`config.mk`:
```
export PLATFORM = sky130hd
export DESIGN_NAME = cycle_walking_index_permutation_unit
export DESIGN_NICKNAME = d
export VERILOG_FILES = /design/src/design/cwip_pkg.sv /design/src/design/cwip_cfg_unit.sv /design/src/design/cwip_datapath.sv /design/src/design/cwip_sequencer.sv /design/src/design/cycle_walking_index_permutation_unit.sv
export SDC_FILE = /design/constraint.sdc
export NUM_CORES = 2
export LEC_CHECK = 0
export BUFFER_PORTS_ARGS = -buffer_cell sky130_fd_sc_hd__buf_2
export CELL_PAD_IN_SITES_DETAIL_PLACEMENT = 1
export CELL_PAD_IN_SITES_GLOBAL_PLACEMENT = 1
export CORE_AREA = 2 2 454 456
export CTS_CLUSTER_DIAMETER = 50
export DETAILED_ROUTE_END_ITERATION = 10
export DIE_AREA = 0 0 456 458
export PLACE_DENSITY = 0.6
export SYNTH_ARGS = -nofsm -noshare
export SYNTH_HDL_FRONTEND = slang
export SYNTH_SLANG_ARGS = --single-unit
```
`constraint.sdc`:
```
create_clock -name clk -period 33 [get_ports clk]
set_input_delay 4.95 -clock clk [delete_from_list [all_inputs] [get_ports clk]]
set_output_delay 4.95 -clock clk [all_outputs]
set_load 0.005 [all_outputs]
```
`src/design/cwip_pkg.sv`:
```
// Shared types, constants and the microcode program of the index permutation unit.
`default_nettype none

package cwip_pkg;

    // Round constants
    localparam logic [63:0] ROUND_OFFSET = 64'h2545f4914f6cdd1d;
    localparam logic [63:0] ROUND_MUL_A  = 64'h9e3779b97f4a7c15;
    localparam logic [63:0] ROUND_MUL_B  = 64'hbf58476d1ce4e5b9;
    localparam logic [63:0] ROUND_MUL_C  = 64'h94d049bb133111eb;

    // Program geometry
    localparam int STEP_W = 5;
    localparam logic [STEP_W-1:0] ROUND_START = 5'd1;
    localparam logic [STEP_W-1:0] STEP_INC    = 5'd1;

    // Datapath operations, one per control word
    typedef enum logic [3:0] {
        OP_NOP,
        OP_ADD,
        OP_MUL0,
        OP_MUL1,
        OP_MUL2,
        OP_MUL3,
        OP_XS1,
        OP_XS2
    } op_t;

    // Multiplier constant select
    typedef enum logic [1:0] {
        K_A,
        K_B,
        K_C
    } ksel_t;

    // Sequencing of a control word
    typedef enum logic [1:0] {
        BR_NEXT,
        BR_REJECT,
        BR_LOOP
    } branch_t;

    typedef enum logic {
        SEQ_IDLE,
        SEQ_RUN
    } seq_state_t;

    typedef struct packed {
        op_t               op;
        ksel_t             ksel;
        branch_t           br;
        logic [STEP_W-1:0] target;
    } ucode_t;

    // Sequencer to datapath
    typedef struct packed {
        op_t   op;
        ksel_t ksel;
        logic  load_in;
        logic  load_out;
        logic  out_rej;
    } ctrl_t;

    // Back to the sequencer
    typedef struct packed {
        logic v_ge_size;
        logic cfg_busy;
    } status_t;

    // Derived configuration
    typedef struct packed {
        logic [63:0] size;
        logic [63:0] mask;
        logic [5:0]  first_shift;
        logic [5:0]  second_shift;
    } cfg_t;

    // Control store: input check, then one round of 16 steps ending in the walk test
    function automatic ucode_t ucode_word(input logic [STEP_W-1:0] step);
        ucode_t w;
        w = '{op: OP_NOP, ksel: K_A, br: BR_NEXT, target: ROUND_START};
        unique case (step)
            5'd0:  w.br = BR_REJECT;
            5'd1:  w.op = OP_ADD;
            5'd2:  w.op = OP_MUL0;
            5'd3:  w.op = OP_MUL1;
            5'd4:  w.op = OP_MUL2;
            5'd5:  w.op = OP_MUL3;
            5'd6:  w.op = OP_XS1;
            5'd7:  begin w.op = OP_MUL0; w.ksel = K_B; end
            5'd8:  begin w.op = OP_MUL1; w.ksel = K_B; end
            5'd9:  begin w.op = OP_MUL2; w.ksel = K_B; end
            5'd10: begin w.op = OP_MUL3; w.ksel = K_B; end
            5'd11: w.op = OP_XS2;
            5'd12: begin w.op = OP_MUL0; w.ksel = K_C; end
            5'd13: begin w.op = OP_MUL1; w.ksel = K_C; end
            5'd14: begin w.op = OP_MUL2; w.ksel = K_C; end
            5'd15: begin w.op = OP_MUL3; w.ksel = K_C; end
            5'd16: w.br = BR_LOOP;
            default: w.br = BR_LOOP;
        endcase
        return w;
    endfunction

    // Selected multiplier constant
    function automatic logic [63:0] mul_const(input ksel_t ksel);
        logic [63:0] k;
        case (ksel)
            K_A:     k = ROUND_MUL_A;
            K_B:     k = ROUND_MUL_B;
            K_C:     k = ROUND_MUL_C;
            default: k = ROUND_MUL_A;
        endcase
        return k;
    endfunction

endpackage

`default_nettype wire

```
`src/design/cwip_cfg_unit.sv`:
```
// Domain size register and the serial derivation of mask and shift amounts.
`default_nettype none

module cwip_cfg_unit (
    input  wire logic           clk,
    input  wire logic           rst_n,
    input  wire logic           domain_size_we,
    input  wire logic [63:0]    domain_size,
    output cwip_pkg::cfg_t      cfg,
    output logic                busy
);

    logic [63:0] size_reg, size_next;
    logic [63:0] mask_reg, mask_next;
    logic [6:0]  bits_reg, bits_next;
    logic [5:0]  third_reg, third_next;
    logic [1:0]  rem3_reg, rem3_next;
    logic        busy_reg, busy_next;
    logic        grow;

    // Covering range still below the size: (mask + 1) < size
    assign grow = ({1'b0, mask_reg} + 65'd1) < {1'b0, size_reg};

    // One bit of covering width per cycle, tracking bits / 3 on the way
    always_comb
    begin
        size_next  = size_reg;
        mask_next  = mask_reg;
        bits_next  = bits_reg;
        third_next = third_reg;
        rem3_next  = rem3_reg;
        busy_next  = busy_reg;
        if (domain_size_we)
        begin
            size_next  = domain_size;
            mask_next  = '0;
            bits_next  = '0;
            third_next = '0;
            rem3_next  = '0;
            busy_next  = 1'b1;
        end
        else if (busy_reg)
        begin
            if (grow)
            begin
                mask_next = {mask_reg[62:0], 1'b1};
                bits_next = bits_reg + 7'd1;
                if (rem3_reg == 2'd2)
                begin
                    rem3_next  = 2'd0;
                    third_next = third_reg + 6'd1;
                end
                else
                begin
                    rem3_next = rem3_reg + 2'd1;
                end
            end
            else
            begin
                busy_next = 1'b0;
            end
        end
    end

    always_ff @(posedge clk or negedge rst_n)
    begin
        if (!rst_n)
        begin
            size_reg  <= 64'd1;
            mask_reg  <= '0;
            bits_reg  <= '0;
            third_reg <= '0;
            rem3_reg  <= '0;
            busy_reg  <= 1'b0;
        end
        else
        begin
            size_reg  <= size_next;
            mask_reg  <= mask_next;
            bits_reg  <= bits_next;
            third_reg <= third_next;
            rem3_reg  <= rem3_next;
            busy_reg  <= busy_next;
        end
    end

    // Shift amounts, each at least one
    always_comb
    begin
        cfg.size         = size_reg;
        cfg.mask         = mask_reg;
        cfg.first_shift  = (bits_reg[6:1] == 6'd0) ? 6'd1 : bits_reg[6:1];
        cfg.second_shift = (third_reg == 6'd0) ? 6'd1 : third_reg;
    end

    assign busy = busy_reg;

endmodule

`default_nettype wire

```
`src/design/cwip_datapath.sv`:
```
// Walk value register, shared 32x32 multiplier, xor-shift and result registers.
`default_nettype none

module cwip_datapath (
    input  wire logic           clk,
    input  wire cwip_pkg::ctrl_t ctrl,
    input  wire cwip_pkg::cfg_t  cfg,
    input  wire logic [63:0]    index,
    output logic                v_ge_size,
    output logic [63:0]         permuted_index,
    output logic                rejected
);

    logic [63:0] v_reg, v_next;
    logic [63:0] acc_reg, acc_next;
    logic [63:0] prod_reg;
    logic [63:0] perm_reg;
    logic        rej_reg;
    logic [63:0] k;
    logic [31:0] mul_a, mul_b;

    assign k = cwip_pkg::mul_const(ctrl.ksel);

    // Partial product operands: lo*lo, lo*hi, hi*lo
    assign mul_a = (ctrl.op == cwip_pkg::OP_MUL2) ? v_reg[63:32] : v_reg[31:0];
    assign mul_b = (ctrl.op == cwip_pkg::OP_MUL1) ? k[63:32] : k[31:0];

    always_ff @(posedge clk)
    begin
        prod_reg <= 64'(mul_a) * 64'(mul_b);
    end

    // Round step selected by the control word
    always_comb
    begin
        v_next   = v_reg;
        acc_next = acc_reg;
        case (ctrl.op)
            cwip_pkg::OP_ADD:  v_next = (v_reg + cwip_pkg::ROUND_OFFSET) & cfg.mask;
            cwip_pkg::OP_MUL1: acc_next = prod_reg;
            cwip_pkg::OP_MUL2: acc_next = acc_reg + {prod_reg[31:0], 32'd0};
            cwip_pkg::OP_MUL3: v_next = (acc_reg + {prod_reg[31:0], 32'd0}) & cfg.mask;
            cwip_pkg::OP_XS1:  v_next = v_reg ^ (v_reg >> cfg.first_shift);
            cwip_pkg::OP_XS2:  v_next = v_reg ^ (v_reg >> cfg.second_shift);
            default:           v_next = v_reg;
        endcase
        if (ctrl.load_in)
        begin
            v_next = index;
        end
    end

    always_ff @(posedge clk)
    begin
        v_reg   <= v_next;
        acc_reg <= acc_next;
        if (ctrl.load_out)
        begin
            perm_reg <= ctrl.out_rej ? 64'd0 : v_reg;
            rej_reg  <= ctrl.out_rej;
        end
    end

    assign v_ge_size      = v_reg >= cfg.size;
    assign permuted_index = perm_reg;
    assign rejected       = rej_reg;

endmodule

`default_nettype wire

```
`src/design/cwip_sequencer.sv`:
```
// Microcode sequencer: step counter, control store lookup, branches and handshakes.
`default_nettype none

module cwip_sequencer (
    input  wire logic            clk,
    input  wire logic            rst_n,
    input  wire logic            in_valid,
    output logic                 in_stall,
    output logic                 out_valid,
    input  wire logic            out_stall,
    input  wire cwip_pkg::status_t status,
    output cwip_pkg::ctrl_t      ctrl
);

    cwip_pkg::seq_state_t           state_reg, state_next;
    logic [cwip_pkg::STEP_W-1:0]    step_reg, step_next;
    logic                           out_valid_reg, out_valid_next;
    cwip_pkg::ucode_t               word;
    logic                           out_free;
    logic                           finish;
    logic                           finish_rej;

    assign word     = cwip_pkg::ucode_word(step_reg);
    assign out_free = !out_valid_reg || !out_stall;
    assign in_stall = (state_reg != cwip_pkg::SEQ_IDLE) || status.cfg_busy;

    always_ff @(posedge clk or negedge rst_n)
    begin
        if (!rst_n)
        begin
            state_reg     <= cwip_pkg::SEQ_IDLE;
            step_reg      <= '0;
            out_valid_reg <= 1'b0;
        end
        else
        begin
            state_reg     <= state_next;
            step_reg      <= step_next;
            out_valid_reg <= out_valid_next;
        end
    end

    // Next step, branch resolution and control word issue
    always_comb
    begin
        state_next    = state_reg;
        step_next     = step_reg;
        finish        = 1'b0;
        finish_rej    = 1'b0;
        ctrl.op       = cwip_pkg::OP_NOP;
        ctrl.ksel     = word.ksel;
        ctrl.load_in  = 1'b0;
        ctrl.load_out = 1'b0;
        ctrl.out_rej  = 1'b0;
        unique case (state_reg)
            cwip_pkg::SEQ_IDLE:
            begin
                if (in_valid && !in_stall)
                begin
                    ctrl.load_in = 1'b1;
                    step_next    = '0;
                    state_next   = cwip_pkg::SEQ_RUN;
                end
            end
            cwip_pkg::SEQ_RUN:
            begin
                ctrl.op = word.op;
                unique case (word.br)
                    cwip_pkg::BR_NEXT:
                        step_next = step_reg + cwip_pkg::STEP_INC;
                    cwip_pkg::BR_REJECT:
                    begin
                        if (status.v_ge_size)
                        begin
                            finish     = 1'b1;
                            finish_rej = 1'b1;
                        end
                        else
                        begin
                            step_next = step_reg + cwip_pkg::STEP_INC;
                        end
                    end
                    cwip_pkg::BR_LOOP:
                    begin
                        if (status.v_ge_size)
                            step_next = word.target;
                        else
                            finish = 1'b1;
                    end
                    default:
                        step_next = step_reg + cwip_pkg::STEP_INC;
                endcase
                // Deliver to the output register, or hold the step until it frees
                if (finish && out_free)
                begin
                    ctrl.load_out = 1'b1;
                    ctrl.out_rej  = finish_rej;
                    state_next    = cwip_pkg::SEQ_IDLE;
                end
            end
            default:
                state_next = cwip_pkg::SEQ_IDLE;
        endcase
    end

    // Output valid: set on delivery, cleared by a transfer
    always_comb
    begin
        out_valid_next = out_valid_reg;
        if (out_valid_reg && !out_stall)
            out_valid_next = 1'b0;
        if (ctrl.load_out)
            out_valid_next = 1'b1;
    end

    assign out_valid = out_valid_reg;

endmodule

`default_nettype wire

```
`src/design/cycle_walking_index_permutation_unit.sv`:
```
// Top level of the cycle-walking index permutation unit.
//
//  channel  | handshake                  | payload
//  ---------+----------------------------+--------------------------------
//  input    | in_valid / in_stall        | index[63:0]
//  output   | out_valid / out_stall      | permuted_index[63:0], rejected
//  config   | domain_size_we             | domain_size[63:0]
//
// One item at a time. A rejected index leaves at the input check, through the
// output register; a walked index runs the input check and then rounds, each
// round being 16 microcode steps around one shared 32x32 multiplier (three
// 64-bit products as three partial products each).
// A domain_size write derives mask and shifts one bit per cycle, with in_stall
// high meanwhile. Reset state is domain_size = 1.
// A stalled output holds the sequencer at its final step; in_stall stays high.
`default_nettype none

module cycle_walking_index_permutation_unit (
    input  wire logic        clk,
    input  wire logic        rst_n,
    input  wire logic        domain_size_we,
    input  wire logic [63:0] domain_size,
    input  wire logic        in_valid,
    output logic             in_stall,
    input  wire logic [63:0] index,
    output logic             out_valid,
    input  wire logic        out_stall,
    output logic [63:0]      permuted_index,
    output logic             rejected
);

    cwip_pkg::cfg_t    cfg;
    cwip_pkg::ctrl_t   ctrl;
    cwip_pkg::status_t status;
    logic              cfg_busy;
    logic              v_ge_size;

    cwip_cfg_unit u_cfg (
        .clk            (clk),
        .rst_n          (rst_n),
        .domain_size_we (domain_size_we),
        .domain_size    (domain_size),
        .cfg            (cfg),
        .busy           (cfg_busy)
    );

    cwip_datapath u_dp (
        .clk            (clk),
        .ctrl           (ctrl),
        .cfg            (cfg),
        .index          (index),
        .v_ge_size      (v_ge_size),
        .permuted_index (permuted_index),
        .rejected       (rejected)
    );

    assign status = '{v_ge_size: v_ge_size, cfg_busy: cfg_busy};

    cwip_sequencer u_seq (
        .clk       (clk),
        .rst_n     (rst_n),
        .in_valid  (in_valid),
        .in_stall  (in_stall),
        .out_valid (out_valid),
        .out_stall (out_stall),
        .status    (status),
        .ctrl      (ctrl)
    );

    // A transfer in starts work: no second transfer in the next cycle
    assert property (@(posedge clk) disable iff (!rst_n)
        (in_valid && !in_stall) |=> in_stall)
        else $error("input taken while previous item in progress");

    // A size write starts the derivation, which blocks input
    assert property (@(posedge clk) disable iff (!rst_n)
        domain_size_we |=> in_stall)
        else $error("input not blocked during configuration derivation");

    // A rejected result carries a zero index
    assert property (@(posedge clk) disable iff (!rst_n)
        (out_valid && rejected) |-> (permuted_index == 64'd0))
        else $error("rejected result with nonzero index");

endmodule

`default_nettype wire

```
======== Word-level counts from Yosys, hierarchy flattened ========
Index checks and enable logic that the tools add are counted.
storage, ports and cells
  register bits ........................... 408
  input bits .............................. 133
  output and inout port bits .............. 67
  logic and storage cells ................. 134
operators by class
  $add $sub $neg .......................... 7
  $mul .................................... 1
  order comparisons ....................... 2
  eq/ne operators ......................... 29
  shift operators ......................... 2
  muxes and demuxes ....................... 47
  bitwise logic cells ..................... 5
  reduce and logical (&&, ||, !) cells .... 27
operators with widths
  operator                number
  $mux 64                 4
  $pmux 64 s4             1
  $and 64x64->64          2
  $pmux 64 s2             1
  $shr 64x6->64           2
  $xor 64x64->64          2
  $pmux 62 s2             1
  $add 64x1->65 const B   1
  $lt 65x64->1            1
  $add 64x62->64 const B  1
  $add 64x64->64          1
  $ge 64x64->1            1
  $mul 32x32->64          1
  $mux 32                 2
  $eq 5x4->1 const B      8
  $mux 6                  6
  $mux 7                  3
  $pmux 3 s7              1
  $eq 5x3->1 const B      4
  $pmux 5 s2              2
  $eq 4x3->1 const B      4
  $mux 5                  3
  $reduce_or 15->1        1
  $logic_not 6->1         2
  other kinds (28)        65

======== Logic depth before layout (Yosys ltp) ========
  depth in word-level cells ............... 10
  depth in mapped cells ................... 45
  mapped depth without buffers ............ 40

======== By module ========
From an unflattened synthesis, not the netlist that was laid out.
second synthesis, totals
  cells, all modules ...................... 6701
  area, all modules ....................... 60538.1 µm²
by module, submodules not included
  module          instances  cells an instance  area each (µm²)  sequential area each (µm²)
  cwip_datapath   1          5686               51264.2          7076.8
  cwip_cfg_unit   1          923                8535.7           3604.7
  cwip_sequencer  1          92                 738.2            175.2

======== Worst setup path after synthesis ========
OpenSTA, ideal clock, no wires.
  path kind ............................... reg-to-reg
  start point ............................. reg u_seq.step_reg[0] (netlist bit)
  end point ............................... reg u_dp.prod_reg[63]
  setup time .............................. 0.123 ns
  data arrival time ....................... 10.396 ns
  data required time ...................... 32.877 ns
  path slack .............................. 22.481 ns
  stages on the path, launching flop included .. 43
  buffers on the path ..................... 7
  period minus slack after synthesis ...... 10.519 ns
  path through ............................ dfrtp_1 -> ha_1 -> buf_2 -> and3_1 -> ha_1 -> nor3_4 -> o21a_1 -> nor4_1 -> clkbuf_1 -> inv_1 -> clkbuf_1 -> buf_1 -> buf_1 -> ha_1 -> clkbuf_1 -> nand2b_1 -> inv_1 -> fa_1 -> [... 7 more ...] -> fa_1 -> inv_1 -> fa_1 -> inv_1 -> ha_1 -> clkbuf_1 -> a21o_1 -> a21o_1 -> a21oi_1 -> nor3_1 -> or3_1 -> a311oi_1 -> a21oi_1 -> o21ai_0 -> o21ai_1 -> a31oi_1 -> o31ai_1 -> xnor2_1
between the ends
  word-level cells in the longest chain between the ends .. 7
  elaborated cells between the ends (all ways) .. 32
  those cells by class .................... mul (1); eq/ne (19); mux (6); reduce/logical (6)
ends and longest elaborated chain
  what                                                          RTL line                                  source
  from (decl)                                                   cwip_sequencer.sv:16                      logic [cwip_pkg::STEP_W-1:0] step_reg, step_next;
  from (signal assigned)                                        cwip_sequencer.sv:38                      step_reg <= step_next;
  $eq 5x3->1 (tied with other cells)                            cwip_pkg.sv:82                            unique case (step)
  $reduce_or 3->1 (no line) or $reduce_or 4->1 (tied branches)  -
  $pmux 3 s7 or $pmux 2 s2 (tied branches)                      cwip_pkg.sv:82
  $mux 3 (tied with other cells)                                cwip_sequencer.sv:55                      unique case (state_reg)
  $eq 4x3->1 (tied with other cells)                            cwip_datapath.sv:25                       assign mul_a = (ctrl.op == cwip_pkg::OP_MUL2) ? v_reg[63:32] : v_reg[31:0];
  $mux 32 (on tied branches)                                    cwip_datapath.sv:25, cwip_datapath.sv:26
  $mul 32x32->64 (*)                                            cwip_datapath.sv:30                       prod_reg <= 64'(mul_a) * 64'(mul_b);
  to (signal assigned)                                          cwip_datapath.sv:30
  to (decl)                                                     cwip_datapath.sv:16                       logic [63:0] prod_reg;
Every way passes the cells marked *; elsewhere a longest branch is shown, timed or not.
A chain may end at the register's enable or synchronous reset.

======== Worst setup path after layout ========
  start point ............................. reg u_seq.step_reg[0] (netlist bit)
  end point ............................... reg u_dp.prod_reg[58]
Same word-level chain as after synthesis.

==> flow_metrics.env <==
export IMPL_worstPathArrival_ps=13290
export IMPL_setup_viol=0
export IMPL_synthCells=6838
export IMPL_finalCritPeriodShare_pct=38.45
export IMPL_clk_pin_slew_ps=60
export IMPL_grt_pass1_vias=55980
export IMPL_slowest_delay_ps=630
export IMPL_crit_type="flop to flop"
export IMPL_root_buffer="clkbuf_16"
export IMPL_cpMaxStageDelayCell="o41ai_2"
export IMPL_mappedNetlistNets=8304
export IMPL_p_leak_nw=31.48
export IMPL_cts_sinks=408
export IMPL_cts_resized=0
export IMPL_drt_total_wl_mm=284.0
export IMPL_fin_area_sq_um=66780
export IMPL_power_mw=3.651
export IMPL_grt_pass1_wl_mm=406.4
export IMPL_start_util_pct=29.84
export IMPL_worstPathRequired_ps=33610
export IMPL_dieArea_sq_um=208800
export IMPL_fin_skew_ps=65.39
export IMPL_clockBufferDepth=3
export IMPL_port_buffers=199
export IMPL_dp_hpwl_mm=229.5
export IMPL_yosysWarnings=0
export IMPL_period_needed_ps=12690
export IMPL_rsz0062_at_grt="false"
export IMPL_ys_seq_elements=408
export IMPL_p_sw_mw=1.809
export IMPL_p_int_mw=1.842
export IMPL_synth_async_reset_ratio_pct=37.01
export IMPL_worst_setup_path_end_kind="flop"
export IMPL_drtAntennaViolNets=0
export IMPL_drtPass1Iterations=7
export IMPL_place_inst=9482
export IMPL_drive_gt1_share_pct=8.831
export IMPL_gp_congestion=0.9933
export IMPL_drc=0
export IMPL_syn_area_sq_um=60800
export IMPL_initialDrtViolationCount=4830
export IMPL_ir_drop_v=0.0001116
export IMPL_dieWidth_um=456
export IMPL_vias=52220
export IMPL_htree_levels=2
export IMPL_fmax_ghz=0.07882
export IMPL_grt_max_degree=128
export IMPL_nNetsFinal=8316
export IMPL_synth_area_per_cell_sq_um=8.891
export IMPL_startpoint_type="flop"
export IMPL_cp_max_fo=39
export IMPL_core_sq_um=203800
export IMPL_final_hold_violation_count=0
export IMPL_hp_class="flop to flop"
export IMPL_cts_setup_buffers=0
export IMPL_avgRoutedWirePerCell_um=29.62
export IMPL_placed_area_sq_um=64840
export IMPL_grt_overflow=0
export IMPL_area_delta_synth_final_pct=9.848
export IMPL_seq_area_frac_synth_pct=17.86
export IMPL_cts_tree="built"
export IMPL_combinationalPowerShare_pct=64.8
export IMPL_fp_row_count=166
export IMPL_die_h_um=458
export IMPL_pwr_share_seq_pct=17.7
export IMPL_vias_per_cell=5.446
export IMPL_finalNonFillerCells=9589
export IMPL_worstMarginPinSlew_ps=1386
export IMPL_final_util_pct=32.78
export IMPL_maxSlewViolCount=0
export IMPL_clk_latency_ps=690
export IMPL_slew_headroom_pct=6.635
export IMPL_drv_cap=0
export IMPL_power_density_nw_per_um2=54.66
export IMPL_status="finished clean"
export IMPL_ctsHoldBuffers=0
export IMPL_power_switching_share_pct=49.55
export IMPL_antenna_found_initial=24
export IMPL_fin_setup_tns_ps=0
export IMPL_synth_flop_cell="edfxtp_1"
export IMPL_worst_path_most_repeated_cell="fa_1"
export IMPL_track_usage_pct=26.78
export IMPL_p_clk_share_pct=17.4
export IMPL_synth_edf_count=193
export IMPL_cts_buffers_inserted=54
export IMPL_io_pin_count=200
export IMPL_synth_cell_types=104
## synth_stat cells (58+ instances only)
| library cell | number | area, sq um |
|---|---|---|
| clkbuf_1 | 299 | 1122 |
| o211ai_1 | 60 | 450.4 |
| nand3_1 | 243 | 1216 |
| a21o_1 | 114 | 855.8 |
| a21oi_1 | 250 | 1251 |
| dfrtp_1 | 150 | 3754 |
| dfxtp_1 | 64 | 1281 |
| nand2b_1 | 70 | 437.9 |
| nor2_1 | 608 | 2282 |
| mux2i_1 | 102 | 1021 |
| and2_1 | 139 | 869.6 |
| inv_1 | 1071 | 4020 |
| fa_1 | 883 | 17680 |
| xnor2_1 | 174 | 1524 |
| nor3_1 | 64 | 320.3 |
| nor2b_1 | 98 | 613.1 |
| o21ai_0 | 315 | 1577 |
| nand2_1 | 636 | 2387 |
| edfxtp_1 | 193 | 5796 |
| ha_1 | 450 | 5630 |
| and3_1 | 58 | 362.9 |
| mux2_2 | 71 | 799.5 |
| xor2_1 | 98 | 858.3 |
## power groups by stage
stage / clock network [mW] / logic, mW / registers (mW)
5_1_grt: 0.667 / 2.58 / 0.650
4_1_cts: 0.651 / 2.36 / 0.648
6_report: 0.637 / 2.37 / 0.648
3_5_place_dp: 0 / 2.34 / 0.658
3_3_place_gp: 0 / 2.32 / 0.658
2_1_floorplan: 0 / 1.50 / 0.634
## path summary, 6_finish.rpt
check | from | slack [ps] | to | cells after the start
setup / recovery | u_seq.step_reg[0] | 20310 | u_dp.prod_reg[58] | 38
hold / removal | u_dp.prod_reg[61] | 510 | u_dp.acc_reg[61] | 2
setup reg to reg | u_seq.step_reg[0] | 20310 | u_dp.prod_reg[58] | 38
hold reg to reg | u_dp.prod_reg[61] | 510 | u_dp.acc_reg[61] | 2
max in group asynchronous | rst_n | 27230 | u_cfg.mask_reg[34] | 2
min in group asynchronous | rst_n | 4400 | u_cfg.size_reg[28] | 1
## through the flow
step           setup WS (ps)  hold slack (ps)
2_1_floorplan          22480            479.9
3_3_place_gp           20490            497.7
3_5_place_dp           20270            497.7
4_1_cts                20250            515.2
5_1_grt                19790            546.3
6_report               20310            510.5
## placed cells by master (no fill, tap or decap), drive strengths merged, types with 150 or more instances in the layout
| master | n |
|---|---|
| o21ai | 341 |
| fa | 883 |
| nor2 | 611 |
| nand2 | 639 |
| ha | 450 |
| dfrtp | 150 |
| nand3 | 243 |
| xnor2 | 174 |
| inv | 1092 |
| a21oi | 250 |
| edfxtp | 193 |
| buf | 346 |
## cell families after synthesis
group	synth area share [%]
flops	17.86
buf+inv	9.308
mux	3.186
fa+ha+maj	38.34
xor+xnor	3.918
simple gates	15.53
compound gates	11.87
## metal layers
layer  routed length, um  track usage, %  share of wire [%]
met1              113000           33.46                 40
met2              132000           44.25                 46
met3               20950           4.562                7.4
met4               17970           14.06                6.3
met5                  79               0              0.028
## critical path: cells and delay by family (launching register included)
family                     cells  cell delay [ps]
adders and majority gates     11             4920
AOI/OAI and AO/OA              6             2420
buffers and inverters         10             2330
and+or+nand+nor               10             2180
DFF                            1              450
xor gates and xnor gates       1              160
## area by class of cell
cell class	count	area, sq um
flip-flops and latches	408	10860
well taps	2688	3363
clock inverters	40	434.2
multi-input cells	4959	44440
inverters	1081	4059
fillers	23780	137000
repair buffers	346	2125
diodes	5	12.51
clock buffers	62	1495
Note: power is estimated with default switching activity, not from simulation.
